--- config.mk ---
export PLATFORM = sky130hd
export DESIGN_NAME = supply_level_supervisor_core
export DESIGN_NICKNAME = d
export VERILOG_FILES = /design/src/hdl/slsv_pkg.sv /design/src/hdl/slsv_cfg_regs.sv /design/src/hdl/slsv_classify.sv /design/src/hdl/slsv_level.sv /design/src/hdl/supply_level_supervisor_core.sv
export VERILOG_INCLUDE_DIRS = /design/src /design/src/hdl
export SDC_FILE = /design/constraint.sdc
export NUM_CORES = 1
export LEC_CHECK = 0
export ABC_CLOCK_PERIOD_IN_PS = 13550
export BUFFER_PORTS_ARGS = -buffer_cell sky130_fd_sc_hd__clkbuf_2
export CORE_UTILIZATION = 40
export CTS_CLUSTER_SIZE = 10
export DETAILED_ROUTE_END_ITERATION = 16
export PLACE_DENSITY_LB_ADDON = 0.3
export SLEW_MARGIN = 20
export SYNTH_ARGS = -nofsm -noshare
export SYNTH_HDL_FRONTEND = slang
export SYNTH_SLANG_ARGS = --single-unit
--- constraint.sdc ---
create_clock -name clk_i -period 13.55 [get_ports clk_i]
set_input_delay 2.0325 -clock clk_i [delete_from_list [all_inputs] [get_ports clk_i]]
set_output_delay 2.0325 -clock clk_i [all_outputs]
set_load 0.02 [all_outputs]
--- src/hdl/assert_macros.svh ---
// Assertion macros shared by the supply level supervisor RTL.
`ifndef ASSERT_MACROS_SVH
`define ASSERT_MACROS_SVH

// Clocked check, off while reset is asserted.
`define SLSV_ASSERT(lbl, prop, msg) \
  lbl: assert property (@(posedge clk_i) disable iff (!rst_ni) (prop)) \
    else $error(msg);

// Clocked check that also runs through reset.
`define SLSV_ASSERT_ALWAYS(lbl, prop, msg) \
  lbl: assert property (@(posedge clk_i) (prop)) else $error(msg);

`endif

--- src/hdl/slsv_pkg.sv ---
// Package: types, codes and reset values of the supply level supervisor.
package slsv_pkg;

  localparam int unsigned SampleBits = 12;
  localparam int unsigned LevelBits  = 3;
  localparam int unsigned TrendBits  = 4;
  localparam int unsigned AddrBits   = 5;
  localparam int unsigned DataBits   = 32;

  typedef logic [SampleBits-1:0] sample_t;
  typedef logic [LevelBits-1:0]  level_t;
  typedef logic [TrendBits-1:0]  trend_t;

  // Item actions
  typedef enum logic [1:0] {
    ActSample    = 2'd0,
    ActClearChg  = 2'd1,
    ActWriteDone = 2'd2
  } action_e;

  // Supply levels
  localparam level_t LvlInit     = 3'd0;
  localparam level_t LvlNoLow    = 3'd1;
  localparam level_t LvlPartLow  = 3'd2;
  localparam level_t LvlFull     = 3'd3;
  localparam level_t LvlPartHigh = 3'd4;
  localparam level_t LvlNoHigh   = 3'd5;

  localparam trend_t TrendNone = 4'd0;

  // Register indexes (byte address / 4)
  localparam logic [2:0] RegThr4v2  = 3'd0;
  localparam logic [2:0] RegThr4v5  = 3'd1;
  localparam logic [2:0] RegThr6v0  = 3'd2;
  localparam logic [2:0] RegThr6v5  = 3'd3;
  localparam logic [2:0] RegThr18v0 = 3'd4;
  localparam logic [2:0] RegThr18v5 = 3'd5;
  localparam logic [2:0] RegThr26v5 = 3'd6;
  localparam logic [2:0] RegThr27v0 = 3'd7;

  localparam sample_t Thr4v2Rst  = SampleBits'(573);
  localparam sample_t Thr4v5Rst  = SampleBits'(614);
  localparam sample_t Thr6v0Rst  = SampleBits'(819);
  localparam sample_t Thr6v5Rst  = SampleBits'(887);
  localparam sample_t Thr18v0Rst = SampleBits'(2458);
  localparam sample_t Thr18v5Rst = SampleBits'(2526);
  localparam sample_t Thr26v5Rst = SampleBits'(3618);
  localparam sample_t Thr27v0Rst = SampleBits'(3686);

  typedef struct packed {
    sample_t thr_4v2;
    sample_t thr_4v5;
    sample_t thr_6v0;
    sample_t thr_6v5;
    sample_t thr_18v0;
    sample_t thr_18v5;
    sample_t thr_26v5;
    sample_t thr_27v0;
  } thr_set_t;

  typedef struct packed {
    logic [1:0] action;
    sample_t    sample;
    logic       done_value;
  } in_beat_t;

  typedef struct packed {
    level_t level;
    trend_t tendency;
    logic   change_flag;
    logic   seq_done;
    logic   stepped;
  } out_beat_t;

  // Tendency table: entry i holds i + 1.
  function automatic trend_t trend_lookup(logic [2:0] idx);
    trend_lookup = {1'b0, idx} + trend_t'(1);
  endfunction

endpackage

--- src/hdl/slsv_cfg_regs.sv ---
// Threshold register file behind the APB-style configuration port.
module slsv_cfg_regs (
  input  logic                           clk_i,
  input  logic                           rst_ni,
  input  logic                           psel,
  input  logic                           penable,
  input  logic                           pwrite,
  input  logic [slsv_pkg::AddrBits-1:0]  paddr,
  input  logic [slsv_pkg::DataBits-1:0]  pwdata,
  output logic [slsv_pkg::DataBits-1:0]  prdata,
  output logic                           pready,
  output slsv_pkg::thr_set_t             thr_o
);
  import slsv_pkg::*;

  thr_set_t   thr_q, thr_d;
  logic [2:0] reg_idx;
  sample_t    wr_val;
  sample_t    rd_val;
  logic       wr_en;

  assign pready  = 1'b1;
  assign reg_idx = paddr[AddrBits-1:2];
  assign wr_val  = pwdata[SampleBits-1:0];
  assign wr_en   = psel && penable && pwrite && pready;

  always_comb begin
    thr_d = thr_q;
    if (wr_en) begin
      unique case (reg_idx)
        RegThr4v2:  thr_d.thr_4v2  = wr_val;
        RegThr4v5:  thr_d.thr_4v5  = wr_val;
        RegThr6v0:  thr_d.thr_6v0  = wr_val;
        RegThr6v5:  thr_d.thr_6v5  = wr_val;
        RegThr18v0: thr_d.thr_18v0 = wr_val;
        RegThr18v5: thr_d.thr_18v5 = wr_val;
        RegThr26v5: thr_d.thr_26v5 = wr_val;
        RegThr27v0: thr_d.thr_27v0 = wr_val;
        default:    thr_d = thr_q;
      endcase
    end
  end

  always_comb begin
    unique case (reg_idx)
      RegThr4v2:  rd_val = thr_q.thr_4v2;
      RegThr4v5:  rd_val = thr_q.thr_4v5;
      RegThr6v0:  rd_val = thr_q.thr_6v0;
      RegThr6v5:  rd_val = thr_q.thr_6v5;
      RegThr18v0: rd_val = thr_q.thr_18v0;
      RegThr18v5: rd_val = thr_q.thr_18v5;
      RegThr26v5: rd_val = thr_q.thr_26v5;
      RegThr27v0: rd_val = thr_q.thr_27v0;
      default:    rd_val = '0;
    endcase
  end

  assign prdata = DataBits'(rd_val);
  assign thr_o  = thr_q;

  always_ff @(posedge clk_i or negedge rst_ni) begin
    if (!rst_ni) begin
      thr_q.thr_4v2  <= Thr4v2Rst;
      thr_q.thr_4v5  <= Thr4v5Rst;
      thr_q.thr_6v0  <= Thr6v0Rst;
      thr_q.thr_6v5  <= Thr6v5Rst;
      thr_q.thr_18v0 <= Thr18v0Rst;
      thr_q.thr_18v5 <= Thr18v5Rst;
      thr_q.thr_26v5 <= Thr26v5Rst;
      thr_q.thr_27v0 <= Thr27v0Rst;
    end else begin
      thr_q <= thr_d;
    end
  end

endmodule

--- src/hdl/slsv_classify.sv ---
// Band classifier: maps a sample and the current level to a target level.
module slsv_classify (
  input  slsv_pkg::sample_t  sample_i,
  input  slsv_pkg::level_t   level_i,
  input  slsv_pkg::thr_set_t thr_i,
  output slsv_pkg::level_t   target_o
);
  import slsv_pkg::*;

  // Bands are tested top down; the narrow ones are hysteresis windows.
  always_comb begin
    priority if (thr_i.thr_26v5 < sample_i && sample_i < thr_i.thr_27v0) begin
      target_o = (level_i < LvlPartHigh) ? LvlPartHigh : level_i;
    end else if (thr_i.thr_18v5 <= sample_i && sample_i <= thr_i.thr_26v5) begin
      target_o = LvlPartHigh;
    end else if (thr_i.thr_18v0 < sample_i && sample_i < thr_i.thr_18v5) begin
      target_o = (level_i <= LvlFull) ? LvlFull : LvlPartHigh;
    end else if (thr_i.thr_6v5 <= sample_i && sample_i <= thr_i.thr_18v0) begin
      target_o = LvlFull;
    end else if (thr_i.thr_6v0 < sample_i && sample_i < thr_i.thr_6v5) begin
      target_o = (level_i <= LvlPartLow) ? LvlPartLow : LvlFull;
    end else if (thr_i.thr_4v5 <= sample_i && sample_i <= thr_i.thr_6v0) begin
      target_o = LvlPartLow;
    end else if (thr_i.thr_4v2 < sample_i && sample_i < thr_i.thr_4v5) begin
      target_o = (level_i > LvlPartLow) ? LvlPartLow : level_i;
    end else if (sample_i <= thr_i.thr_4v2) begin
      target_o = LvlNoLow;
    end else begin
      target_o = LvlNoHigh;
    end
  end

endmodule

--- src/hdl/slsv_level.sv ---
// Level state: current and previous level, tendency, change and done flags.
module slsv_level (
  input  logic                clk_i,
  input  logic                rst_ni,
  input  logic                fire_i,
  input  slsv_pkg::in_beat_t  beat_i,
  input  slsv_pkg::level_t    target_i,
  output slsv_pkg::level_t    level_o,
  output slsv_pkg::out_beat_t result_o
);
  import slsv_pkg::*;

  level_t     cur_q, cur_d, prev_q, prev_d, base;
  trend_t     trend_q, trend_d;
  logic       changed_q, changed_d, done_q, done_d;
  logic       move;
  logic [2:0] trend_idx;

  assign base = (cur_q == LvlInit) ? LvlFull : cur_q;

  always_comb begin
    cur_d     = cur_q;
    prev_d    = prev_q;
    trend_d   = trend_q;
    changed_d = changed_q;
    done_d    = done_q;
    move      = 1'b0;
    trend_idx = '0;
    unique case (beat_i.action)
      ActSample: begin
        cur_d = base;
        if (base != target_i && done_q) begin
          move      = 1'b1;
          prev_d    = base;
          changed_d = 1'b1;
          done_d    = 1'b0;
          cur_d     = (base > target_i) ? base - level_t'(1) : base + level_t'(1);
          // Up steps index from partial low, down steps from no-op low.
          trend_idx = (cur_d > base) ? cur_d - 3'd2 : cur_d + 3'd3;
          trend_d   = trend_lookup(trend_idx);
        end
      end
      ActClearChg:  changed_d = 1'b0;
      ActWriteDone: done_d    = beat_i.done_value;
      default:      cur_d     = cur_q;
    endcase
  end

  assign level_o              = cur_q;
  assign result_o.level       = cur_d;
  assign result_o.tendency    = trend_d;
  assign result_o.change_flag = changed_d;
  assign result_o.seq_done    = done_d;
  assign result_o.stepped     = move;

  always_ff @(posedge clk_i or negedge rst_ni) begin
    if (!rst_ni) begin
      cur_q     <= LvlInit;
      prev_q    <= LvlInit;
      trend_q   <= TrendNone;
      changed_q <= 1'b1;
      done_q    <= 1'b1;
    end else if (fire_i) begin
      cur_q     <= cur_d;
      prev_q    <= prev_d;
      trend_q   <= trend_d;
      changed_q <= changed_d;
      done_q    <= done_d;
    end
  end

endmodule

--- src/hdl/supply_level_supervisor_core.sv ---
// Top level of the supply level supervisor: channels, pipeline registers, checks.
//
// Usage:
//   Input channel (in_valid_i / in_ready_o / in_data_i) carries one beat per
//   item: a sample, a clear of the change flag, or a write of the done flag.
//   Output channel (out_valid_o / out_ready_i / out_data_o) returns exactly
//   one beat per item with the level, tendency and flags after that item.
//   Thresholds sit in eight 12-bit registers on the APB-style port at byte
//   addresses 0x00..0x1C; write them only while no item is in flight.
// Timing:
//   An item is held in the input register, classified and applied to the
//   level state when the output register is empty or draining, and its
//   result is loaded into the output register as the level state updates.
//   Throughput is one item per cycle while out_ready_i stays high.
// Reset:
//   Thresholds return to their defaults, level goes to init, tendency to
//   none, change and done flags to set; both pipeline registers empty.
// Stall:
//   While out_ready_i is low the result beat holds in the output register,
//   one more item waits in the input register, then in_ready_o drops.
module supply_level_supervisor_core (
  input  logic                           clk_i,
  input  logic                           rst_ni,
  input  logic                           in_valid_i,
  output logic                           in_ready_o,
  input  slsv_pkg::in_beat_t             in_data_i,
  output logic                           out_valid_o,
  input  logic                           out_ready_i,
  output slsv_pkg::out_beat_t            out_data_o,
  input  logic                           psel,
  input  logic                           penable,
  input  logic                           pwrite,
  input  logic [slsv_pkg::AddrBits-1:0]  paddr,
  input  logic [slsv_pkg::DataBits-1:0]  pwdata,
  output logic [slsv_pkg::DataBits-1:0]  prdata,
  output logic                           pready
);
  import slsv_pkg::*;
  `include "assert_macros.svh"

  thr_set_t  thr;
  in_beat_t  in_q;
  logic      in_valid_q;
  out_beat_t out_q, result;
  logic      out_valid_q;
  logic      out_free, adv;
  level_t    cur_level, target;
  logic      out_step, step_flags_ok;

  // Advance the held item whenever the output register is empty or draining.
  assign out_free   = !out_valid_q || out_ready_i;
  assign adv        = in_valid_q && out_free;
  assign in_ready_o = !in_valid_q || adv;

  always_ff @(posedge clk_i or negedge rst_ni) begin
    if (!rst_ni) begin
      in_valid_q <= 1'b0;
    end else if (in_ready_o) begin
      in_valid_q <= in_valid_i;
    end
  end

  // Payload registers: no reset needed.
  always_ff @(posedge clk_i) begin
    if (in_ready_o && in_valid_i) begin
      in_q <= in_data_i;
    end
  end

  slsv_cfg_regs u_cfg (
    .clk_i   (clk_i),
    .rst_ni  (rst_ni),
    .psel    (psel),
    .penable (penable),
    .pwrite  (pwrite),
    .paddr   (paddr),
    .pwdata  (pwdata),
    .prdata  (prdata),
    .pready  (pready),
    .thr_o   (thr)
  );

  slsv_classify u_classify (
    .sample_i (in_q.sample),
    .level_i  (cur_level),
    .thr_i    (thr),
    .target_o (target)
  );

  slsv_level u_level (
    .clk_i    (clk_i),
    .rst_ni   (rst_ni),
    .fire_i   (adv),
    .beat_i   (in_q),
    .target_i (target),
    .level_o  (cur_level),
    .result_o (result)
  );

  always_ff @(posedge clk_i or negedge rst_ni) begin
    if (!rst_ni) begin
      out_valid_q <= 1'b0;
    end else if (out_free) begin
      out_valid_q <= adv;
    end
  end

  always_ff @(posedge clk_i) begin
    if (adv) begin
      out_q <= result;
    end
  end

  assign out_valid_o = out_valid_q;
  assign out_data_o  = out_q;

  assign out_step      = out_valid_o && out_data_o.stepped;
  assign step_flags_ok = out_data_o.change_flag && !out_data_o.seq_done
                         && (out_data_o.level != LvlInit);

  // A step always sets the change flag, clears the done flag and leaves init.
  `SLSV_ASSERT(a_step_flags, out_step |-> step_flags_ok, "step beat with wrong flags or level")
  // A step always carries a tendency code.
  `SLSV_ASSERT(a_step_trend, out_step |-> out_data_o.tendency != TrendNone, "no tendency on step")
  // A ready sink never blocks the source.
  `SLSV_ASSERT(a_no_bubble, out_ready_i |-> in_ready_o, "input stalled while output drains")
  // The output register holds no valid beat while reset stays asserted.
  `SLSV_ASSERT_ALWAYS(a_reset_empty, !rst_ni |=> (!out_valid_q || rst_ni), "valid during reset")

endmodule
==> flow_summary.ini, run 1 <==
[sta]
final-setup-viol-count = 0
relSlewSlack_pct = 34.9
post-route-period-util_pct = 47.3
worst_pin_slew_ps = 976
fin_tns_setup_ps = 0
slew_violations = 0
setup_ws_ps = 7150
grt_setup_unrepaired = false
finalClockSkew_ps = 11.6
hold-worst-slack_ps = 484
fmax_mhz = 156
fin_crit_ps = 6400
finalHoldViolCount = 0

[power_and_ir_drop]
intPower_mw = 1.14
pwr-share-clk_pct = 24.5
peakVddDrop_v = 0.000135
leakagePower_nw = 4.43
p_comb_share_pct = 43.3
seq_power_share_pct = 32.2
switching_power_mw = 0.717
p_total_mw = 1.86
power.density_nw_per_um2 = 193
p_sw_share_pct = 38.6

[global_route]
first_global_vias = 6250
grt_max_degree = 61
grt_pass1_wl_um = 34100
grt-ovfl-total = 0
antenna_found_initial = 0
track_usage_pct = 20.8

[run_status]
status = finished with violations
violations = DRC

[worst_setup_path]
setup.worst_path.end = out_data_o[5]
required_ps = 13730
critPathLaunchType = register
cp.arrival_ps = 6580
r2r_end = out_data_o[5]
crit_path_end_kind = register
r2r_start = in_q[2]
path_max_fanout = 7
critPathKind = reg2reg
rrSetupSlack_ps = 7150
cp-startpoint = in_q[2]
r2r_cells = 25

[detailed_routing]
top_layer = met4
met2_length_um = 9500
viasPerCell = 5.32
wl_per_cell_um = 18.1
wl_met1_um = 10400
wl_met3_um = 1050
ant_nets = 0
drt-pass1-iter-count = 10
vias = 6269
drt-initial-drc-count = 341
drc_errors = 1
totalWireLength_um = 21300

[placement]
dp_cells = 1147
place.gp.congestion = 0.879
post_dp_cell_area_um2 = 9060
io_buffers = 60
place_ws_ps = 7160
hpwl_um = 16100

[final_layout]
drive_gt1_share_pct = 22.5
antenna_cells = 0
finish.utilization_pct = 45.9
nets = 1054
layout.cells.non_filler = 1179
area_growth_syn_to_layout_pct = 13.0
fin_area_um2 = 9630
fillers = 2002

[yosys]
syn_avg_cell_area_um2 = 10.3
synth.area.top_cells = dfstp_2 (16%), dfrtp_1 (16%), ha_1 (15%), edfxtp_1 (8.8%), mux2_1 (4.8%)
async_reset_ff_share_pct = 81.1
synth_top_area_share_pct = 16.3
ys.flop_type = dfrtp_1
synth_top_area_cell = dfstp_2
netlist_area_um2 = 8520
yosysMostFrequentCell = ha_1
ys_ff_latch = 132
synth_cells = 829
synth_common_cells = ha_1 (103), nand2_1 (87), inv_1 (79)
synth_edf_count = 25
yosys_warnings = 0
synth.distinct_cells = 62
ys_seq_area_share_pct = 41.0

[clocking]
ctsRootBufferMaster = clkbuf_16
cts_tree = yes
cts_setup_buffers = 0
clk_latency_ps = 430
clock_sinks = 132
holdBufCountCts = 0
cts_max_level = 4
ctsResizeCount = 0
cts_made_buffers = 17
clk_path_buf_depth = 2
path_clk_slew_ps = 70

[floorplanning]
row_count = 53
die_w_um = 148
dieArea_um2 = 21900
core_area_um2 = 21000
ios = 104
chipHeight_um = 148
start_util_pct = 40.7

[job]
drv_cap = 0

[hold_path]
hold_class = reg2reg
[worst max-delay path, stage by stage (launching register included)]
cell and delay [ps]:
edfxtp_1 530, inv_1 150, ha_1 320, nor2b_1 130, o211ai_1 100, a211o_1 260, a31oi_1 590, mux2i_1 230
nand3b_1 230, a211oi_1 290, ha_1 290, nand3_1 180, o21a_1 260, inv_1 90, fa_1 410, xnor2_1 230
xnor2_2 160, inv_1 110, ha_1 340, a21oi_4 250, xnor2_1 190, inv_1 70, ha_1 190, xnor2_1 180
xnor2_1 100, mux2_2 260
[worst min path at each step]
stage	cells past startpoint	slack, ps	endpoint	startpoint
3_3_place_gp	2	460	u_level.trend_q[0]	u_level.trend_q[0]
5_1_grt	2	510	u_level.trend_q[3]	u_level.trend_q[3]
6_report	2	480	u_level.trend_q[1]	u_level.trend_q[1]
3_5_place_dp	2	470	u_level.trend_q[1]	u_level.trend_q[1]
2_1_floorplan	2	450	u_level.trend_q[1]	u_level.trend_q[1]
4_1_cts	2	490	u_level.trend_q[1]	u_level.trend_q[1]
[placed cells by master (no fill, tap or decap), types with 7 or more instances in the layout]
| cell | n |
|---|---|
| nand2b_1 | 11 |
| nand4_1 | 21 |
| a211oi_1 | 10 |
| a21oi_1 | 46 |
| o211ai_1 | 8 |
| edfxtp_1 | 25 |
| nor2b_1 | 7 |
| nand2_1 | 87 |
| mux2_1 | 36 |
| buf_4 | 10 |
| dfstp_2 | 53 |
| mux2i_1 | 9 |
| clkbuf_2 | 59 |
| mux4_2 | 14 |
| nor3_1 | 8 |
| inv_1 | 79 |
| conb_1 | 21 |
| a31oi_1 | 7 |
| dfrtp_1 | 54 |
| nor2_1 | 35 |
| ha_1 | 103 |
| o21ai_0 | 46 |
| clkbuf_16 | 17 |
| nand3_1 | 18 |
| mux2_2 | 24 |
| o21ai_1 | 15 |
[cell type report]
class	count	area [um2]	area share (%)
flip-flops and latches	132	3490	36.3
clock inverters	15	146	1.52
repair buffers	69	370	3.85
clock buffers	17	425	4.42
multi-input cells	589	4540	47.1
inverters	82	308	3.20
well taps	275	344	3.57
[flip-flops by register name (all words and copies together) (netlist names)]
name,count
out_data_o,10
in_valid_q,1
u_level.changed_q,1
in_q,15
u_level.level_o,3
u_level.done_q,1
out_valid_o,1
u_level.trend_q,4
u_cfg.thr_o,96
[kinds of logic (layout without fill, tap and decap cells)]
group,count (synthesis),after routing,share of synthesized area (%)
adder cells (fa/ha/maj),104,104,15.4
multiplexers,84,84,12.9
AO/OA/AOI/OAI,163,163,11.6
buffers and inverters,127,183,6.73
AND/OR/NAND/NOR,211,211,11.7
other,2,21,0.0881
XOR/XNOR,6,6,0.705
flip-flops,132,132,41.0
[routing by layer]
metal  global-route usage, %  vias up
met5                       0        -
met4                    6.80        0
met3                    4.78       25
met2                    32.6      149
met1                    28.3     3035
li1                        -     3060
[power groups by stage]
stage | logic, mW | clock network, mW | registers (mW)
2_1_floorplan | 0.634 | 0 | 0.586
3_3_place_gp | 0.780 | 0 | 0.600
3_5_place_dp | 0.802 | 0 | 0.604
4_1_cts | 0.809 | 0.463 | 0.597
5_1_grt | 0.919 | 0.481 | 0.609
6_report | 0.805 | 0.455 | 0.598
Power figures use the tool's default switching activity.
==> run 2, diff against run 1 <==
Settings changed: ABC_CLOCK_PERIOD_IN_PS 13550 to 6100.
Clock period 13.55 ns to 6.1 ns, I/O delays scaled along.
==> run 2 against run 1 <==
  * The run still ends with DRC left
  * Utilization grew 1.5 points
  * Worst hold slack lost 6.0 ps
  * Wire length grew 1.7%
  * Worst setup slack lost 6800 ps
  * Maximum frequency grew 11%
  * Sequential power grew 120%
  * Die area is the same
  * Sequential share of layout area shrank 1.1 points
  * Sequential cell count is the same
  * Total power grew 140%
  * Register-to-register slack lost 6800 ps
  * Via count grew 2.5%
  * Critical path type unchanged
  * Largest cell class unchanged
==> flow_summary.ini, run 2 (same netlist as run 1, synthesis figures left out) <==
[placement]
post_dp_cell_area_um2 = 9100
hpwl_um = 16100
place.gp.congestion = 0.912
place_ws_ps = 182
io_buffers = 60

[clocking]
cts_tree = yes
cts_max_level = 4
cts_made_buffers = 17
path_clk_slew_ps = 70
clk_path_buf_depth = 2
clk_latency_ps = 430
clock_sinks = 132
ctsRootBufferMaster = clkbuf_16

[worst_setup_path]
critPathLaunchType = register
cp_common_cell = ha_1
crit_path_end_kind = register
critPathKind = reg2reg
r2r_start = in_q[2]
r2r_cells = 26
crit_family = adder cells
slowest_stage = edfxtp_1
worst-path-buf-inv = 3
slowest_delay_ps = 560
cp.arrival_ps = 5930
path_max_fanout = 6
required_ps = 6280
r2r_end = out_data_o[5]
cp-startpoint = in_q[2]
rrSetupSlack_ps = 350

[power_and_ir_drop]
seq_power_share_pct = 30.0
pwr-share-clk_pct = 24.4
intPower_mw = 2.78
p_sw_share_pct = 37.0
p_comb_share_pct = 45.6
leakagePower_nw = 4.56
peakVddDrop_v = 0.000366
switching_power_mw = 1.63
power.density_nw_per_um2 = 444

[sta]
finalClockSkew_ps = 12.9
finalHoldViolCount = 0
setup_ws_ps = 354
fmax_mhz = 174
post-route-period-util_pct = 94.2
final-setup-viol-count = 0
fin_crit_ps = 5750
slew_violations = 0
hold-worst-slack_ps = 478
relSlewSlack_pct = 36.5
worst_pin_slew_ps = 953

[global_route]
grt_util_met2_pct = 32.0
met1_usage_pct = 29.0
antenna_found_initial = 0
grt_pass1_wl_um = 34100
first_global_vias = 6175
track_usage_pct = 20.7
grt-ovfl-total = 0
grt_use_met3_pct = 3.98
grt_max_degree = 73
grt.busiest_layer = met2

[detailed_routing]
viasPerCell = 5.35
vias = 6425
drt-initial-drc-count = 376
wl_per_cell_um = 18.1
totalWireLength_um = 21700
drc_errors = 1
drt-pass1-iter-count = 10
ant_nets = 0

[floorplanning]
ios = 104
core_area_um2 = 21000
dieArea_um2 = 21900
chipHeight_um = 148
row_count = 53
start_util_pct = 40.7
die_w_um = 148

[hold_path]
hold_start = u_level.trend_q[1]
hold_end = u_level.trend_q[1]
hold_depth = 2
hold_class = reg2reg

[run_status]
violations = DRC
status = finished with violations

[job]
drv_cap = 0

[final_layout]
mostFrequentLayoutCells = ha_1 (99), nand2_1 (87), inv_1 (75), clkbuf_2 (59), dfrtp_1 (54)
fillers = 1968
fin_area_um2 = 9940
final_common_cell = ha_1
antenna_cells = 0
drive_gt1_share_pct = 26.3
largest_register_ff_count = 96
multi_input_area_um2 = 4650
area_growth_syn_to_layout_pct = 16.6
nets = 1076
seq_area_um2 = 3490
-- run 2: changes by cell type in the layout (fill, tap and decap cells not counted), sizes merged --
| cell | change |
|---|---|
| buf | +22 |
| bufinv | +2 |
| inv | -2 |
| clkbuf | +1 |
| clkinv | -1 |
-- run 2: worst max-delay path by stage --
stage | end | slack (ps) | cells past startpoint
finish | out_data_o[5] | 350 | 26
global route | out_data_o[5] | -30 | 27
CTS | out_data_o[5] | 150 | 25
detailed placement | out_data_o[5] | 180 | 25
global placement | out_data_o[5] | 300 | 25
floorplan | out_data_o[5] | 600 | 25
-- run 2: worst register-to-register path, delay by kind of cell (launching register included) --
kind | cells | cell delay, ps
and+or+nand+nor | 4 | 540
xor gates and xnor gates | 5 | 800
buffers and inverters | 3 | 390
muxes | 2 | 560
DFF | 1 | 560
adders and majority gates | 5 | 1490
AOI/OAI and AO/OA | 7 | 1150
-- run 2: per-layer routing --
layer,wire (um),vias to the layer above
met5,0,-
met1,10400,3148
met2,9920,154
met4,404,0
li1,-,3099
met3,988,24
-- run 2: what timing repair did --
item / in CTS / in global routing
setup buffers: 0 / 16
resized for setup: 0 / 21
hold buffers: 0 / 0
setup endpoints to repair: 0 / 2
-- run 2: cell type report --
cell class | instances | share of cell area, %
flip-flops and latches | 132 | 35.2
repair buffers | 91 | 5.39
inverters | 82 | 3.10
clock inverters | 14 | 1.75
multi-input cells | 589 | 46.8
clock buffers | 18 | 4.32
well taps | 275 | 3.46
-- run 2: power groups by stage --
stage | Clock (mW) | Sequential (mW) | Combinational, mW
floorplan | 0 | 1.30 | 1.41
global placement | 0 | 1.33 | 1.78
detailed placement | 0 | 1.34 | 1.82
CTS | 1.09 | 1.32 | 1.84
global route | 1.13 | 1.35 | 2.25
finish | 1.08 | 1.33 | 2.01
-- run 2: stage by stage --
stage          cells  setup TNS (ps)  power (mW)  utilization, %
6_report        1201               0        4.41            47.4
5_1_grt         1201           -33.3        4.73            47.4
4_1_cts         1185               0        4.25            46.3
3_5_place_dp    1153               0        3.16            43.4
3_3_place_gp    1153               0        3.11            43.4
2_1_floorplan    848               0        2.71               -
==> run 3, diff against run 2 <==
--- a/config.mk
+++ b/config.mk
@@ -12,4 +12,5 @@
 export CTS_CLUSTER_SIZE = 10
 export DETAILED_ROUTE_END_ITERATION = 16
+export HOLD_SLACK_MARGIN = 0.1
 export PLACE_DENSITY_LB_ADDON = 0.3
 export SLEW_MARGIN = 20
==> constraint.sdc (replaced) <==
create_clock -name clk_i -period 6.1 [get_ports clk_i]
set_input_delay 0.915 -clock clk_i [delete_from_list [all_inputs] [get_ports clk_i]]
set_output_delay 0.915 -clock clk_i [all_outputs]
set_load 0.1 [all_outputs]
==> run 3 against run 2 <==
  * The run still ends with DRC left
  * Utilization down 0.34 points
  * Sequential cell count unchanged
  * Critical endpoint unchanged
  * Largest power group unchanged
  * Total power increased by 6.9%
  * Clock skew up 2.7 ps
==> flow_summary.ini, run 3 (same netlist as run 1, synthesis figures left out) <==
[run_status]
status = finished with violations
violations = DRC

[sta]
fmax_mhz = 172
finalHoldViolCount = 0
fin_crit_ps = 5830
slew_violations = 0
finalClockSkew_ps = 15.6
worst_pin_slew_ps = 960
final-setup-viol-count = 0
relSlewSlack_pct = 36.0
post-route-period-util_pct = 95.5

[final_layout]
largest_register_ff_count = 96
area_growth_syn_to_layout_pct = 15.8
fin_area_um2 = 9870
drive_gt1_share_pct = 26.6
nets = 1076
antenna_cells = 0
final_common_cell = ha_1
mostFrequentLayoutCells = ha_1 (100), nand2_1 (87), inv_1 (75), clkbuf_2 (59), dfrtp_1 (54)
layout.cells.non_filler = 1201

[detailed_routing]
wl_per_cell_um = 18.0
drc_errors = 1
viasPerCell = 5.35
ant_nets = 0
totalWireLength_um = 21700
drt-pass1-iter-count = 11
vias = 6431
drt-initial-drc-count = 390

[power_and_ir_drop]
seq_power_share_pct = 28.1
switching_power_mw = 1.97
p_comb_share_pct = 51.9
leakagePower_nw = 4.53
pwr-share-clk_pct = 20.0
p_total_mw = 4.72
peakVddDrop_v = 0.000301
power.density_nw_per_um2 = 479
intPower_mw = 2.75
p_sw_share_pct = 41.8

[clocking]
holdBufCountCts = 0
clk_path_buf_depth = 2
ctsRootBufferMaster = clkbuf_16
cts_tree = yes
cts_max_level = 4
path_clk_slew_ps = 70
clock_sinks = 132
cts_made_buffers = 17
clk_latency_ps = 430

[hold_path]
hold_end = u_level.trend_q[1]
hold_depth = 2
hold_class = reg2reg
hold_start = u_level.trend_q[1]

[floorplanning]
row_count = 53
chipHeight_um = 148
start_util_pct = 40.7
ios = 104
dieArea_um2 = 21900
die_w_um = 148
core_area_um2 = 21000

[worst_setup_path]
crit_path_end_kind = register
r2r_end = out_data_o[5]
r2r_cells = 25
cp.arrival_ps = 6000
required_ps = 6270
critPathKind = reg2reg
path_max_fanout = 6
critPathLaunchType = register
rrSetupSlack_ps = 270
r2r_start = in_q[2]

[placement]
io_buffers = 60
post_dp_cell_area_um2 = 9090
dp_cells = 1152
place.gp.congestion = 0.915
hpwl_um = 16000

[global_route]
grt_use_met3_pct = 3.58
antenna_found_initial = 0
grt_util_met2_pct = 32.2
grt_pass1_wl_um = 34200
met1_usage_pct = 29.1
track_usage_pct = 20.6
grt.busiest_layer = met2
first_global_vias = 6262
grt_max_degree = 73
grt-ovfl-total = 0

[job]
drv_cap = 0
run 3: worst max path at each step:
stage	from	endpoint	slack, ps	cells past startpoint
final	in_q[2]	out_data_o[5]	270	25
after global routing	in_q[2]	out_data_o[5]	-110	27
after CTS	in_q[2]	out_data_o[5]	160	25
after detailed placement	in_q[2]	out_data_o[5]	190	25
after global placement	in_q[6]	out_data_o[5]	290	26
after floorplan	u_cfg.thr_o[49]	out_data_o[5]	600	25
run 3: layout make-up:
cell class	count	area, um2
clock buffer	18	429
tap	275	344
fill	2002	11100
multi-input combinational	589	4650
clock inverter	14	104
inverter	82	308
sequential	132	3490
timing repair buffer	91	536
run 3: power by group through the flow:
stage,logic [mW],clock network [mW],registers (mW)
floorplan,1.56,0,1.43
finish,2.45,0.942,1.33
global placement,2.05,0,1.33
global route,2.70,0.998,1.35
detailed placement,2.10,0,1.34
CTS,2.12,0.958,1.32
run 3: repair_timing:
action,CTS,global route
hold endpoints to repair,0,0
endpoints found under the setup margin,0,2
setup buffers,0,17
gates resized for setup,0,21
run 3: metal layers:
| layer | up-vias | wire length (um) | share of wire [%] |
|---|---|---|---|
| met4 | 0 | 371 | 1.7 |
| met3 | 27 | 967 | 4.5 |
| li1 | 3104 | - | - |
| met5 | - | 0 | 0 |
| met2 | 150 | 9980 | 46 |
| met1 | 3150 | 10400 | 48 |
run 3: metrics by stage:
stage	utilization, %	hold WS [ps]	TNS [ps]	setup slack [ps]
final	47.1	482	0	273
after global routing	47.1	539	-105	-105
after detailed placement	43.4	467	0	187
after CTS	45.9	483	0	157
after floorplan	-	446	0	603
after global placement	43.4	457	0	291
run 3: critical path, stage by stage, from the launching register on:
cell      delay [ps]
edfxtp_1         540
buf_4            210
ha_4             210
nor2b_1          130
o211ai_1         180
a211oi_1         110
or4_1            550
mux2i_2          240
nand3b_1         150
a211oi_2         230
ha_1             270
nor2b_2          150
o21a_1           160
o21a_1           200
inv_1             80
fa_2             450
inv_1             70
ha_1             220
a21o_1           190
a21oi_4          200
nand2_1          100
xnor2_1          150
ha_1             230
xnor2_2          140
xnor2_1          140
mux2_2           270
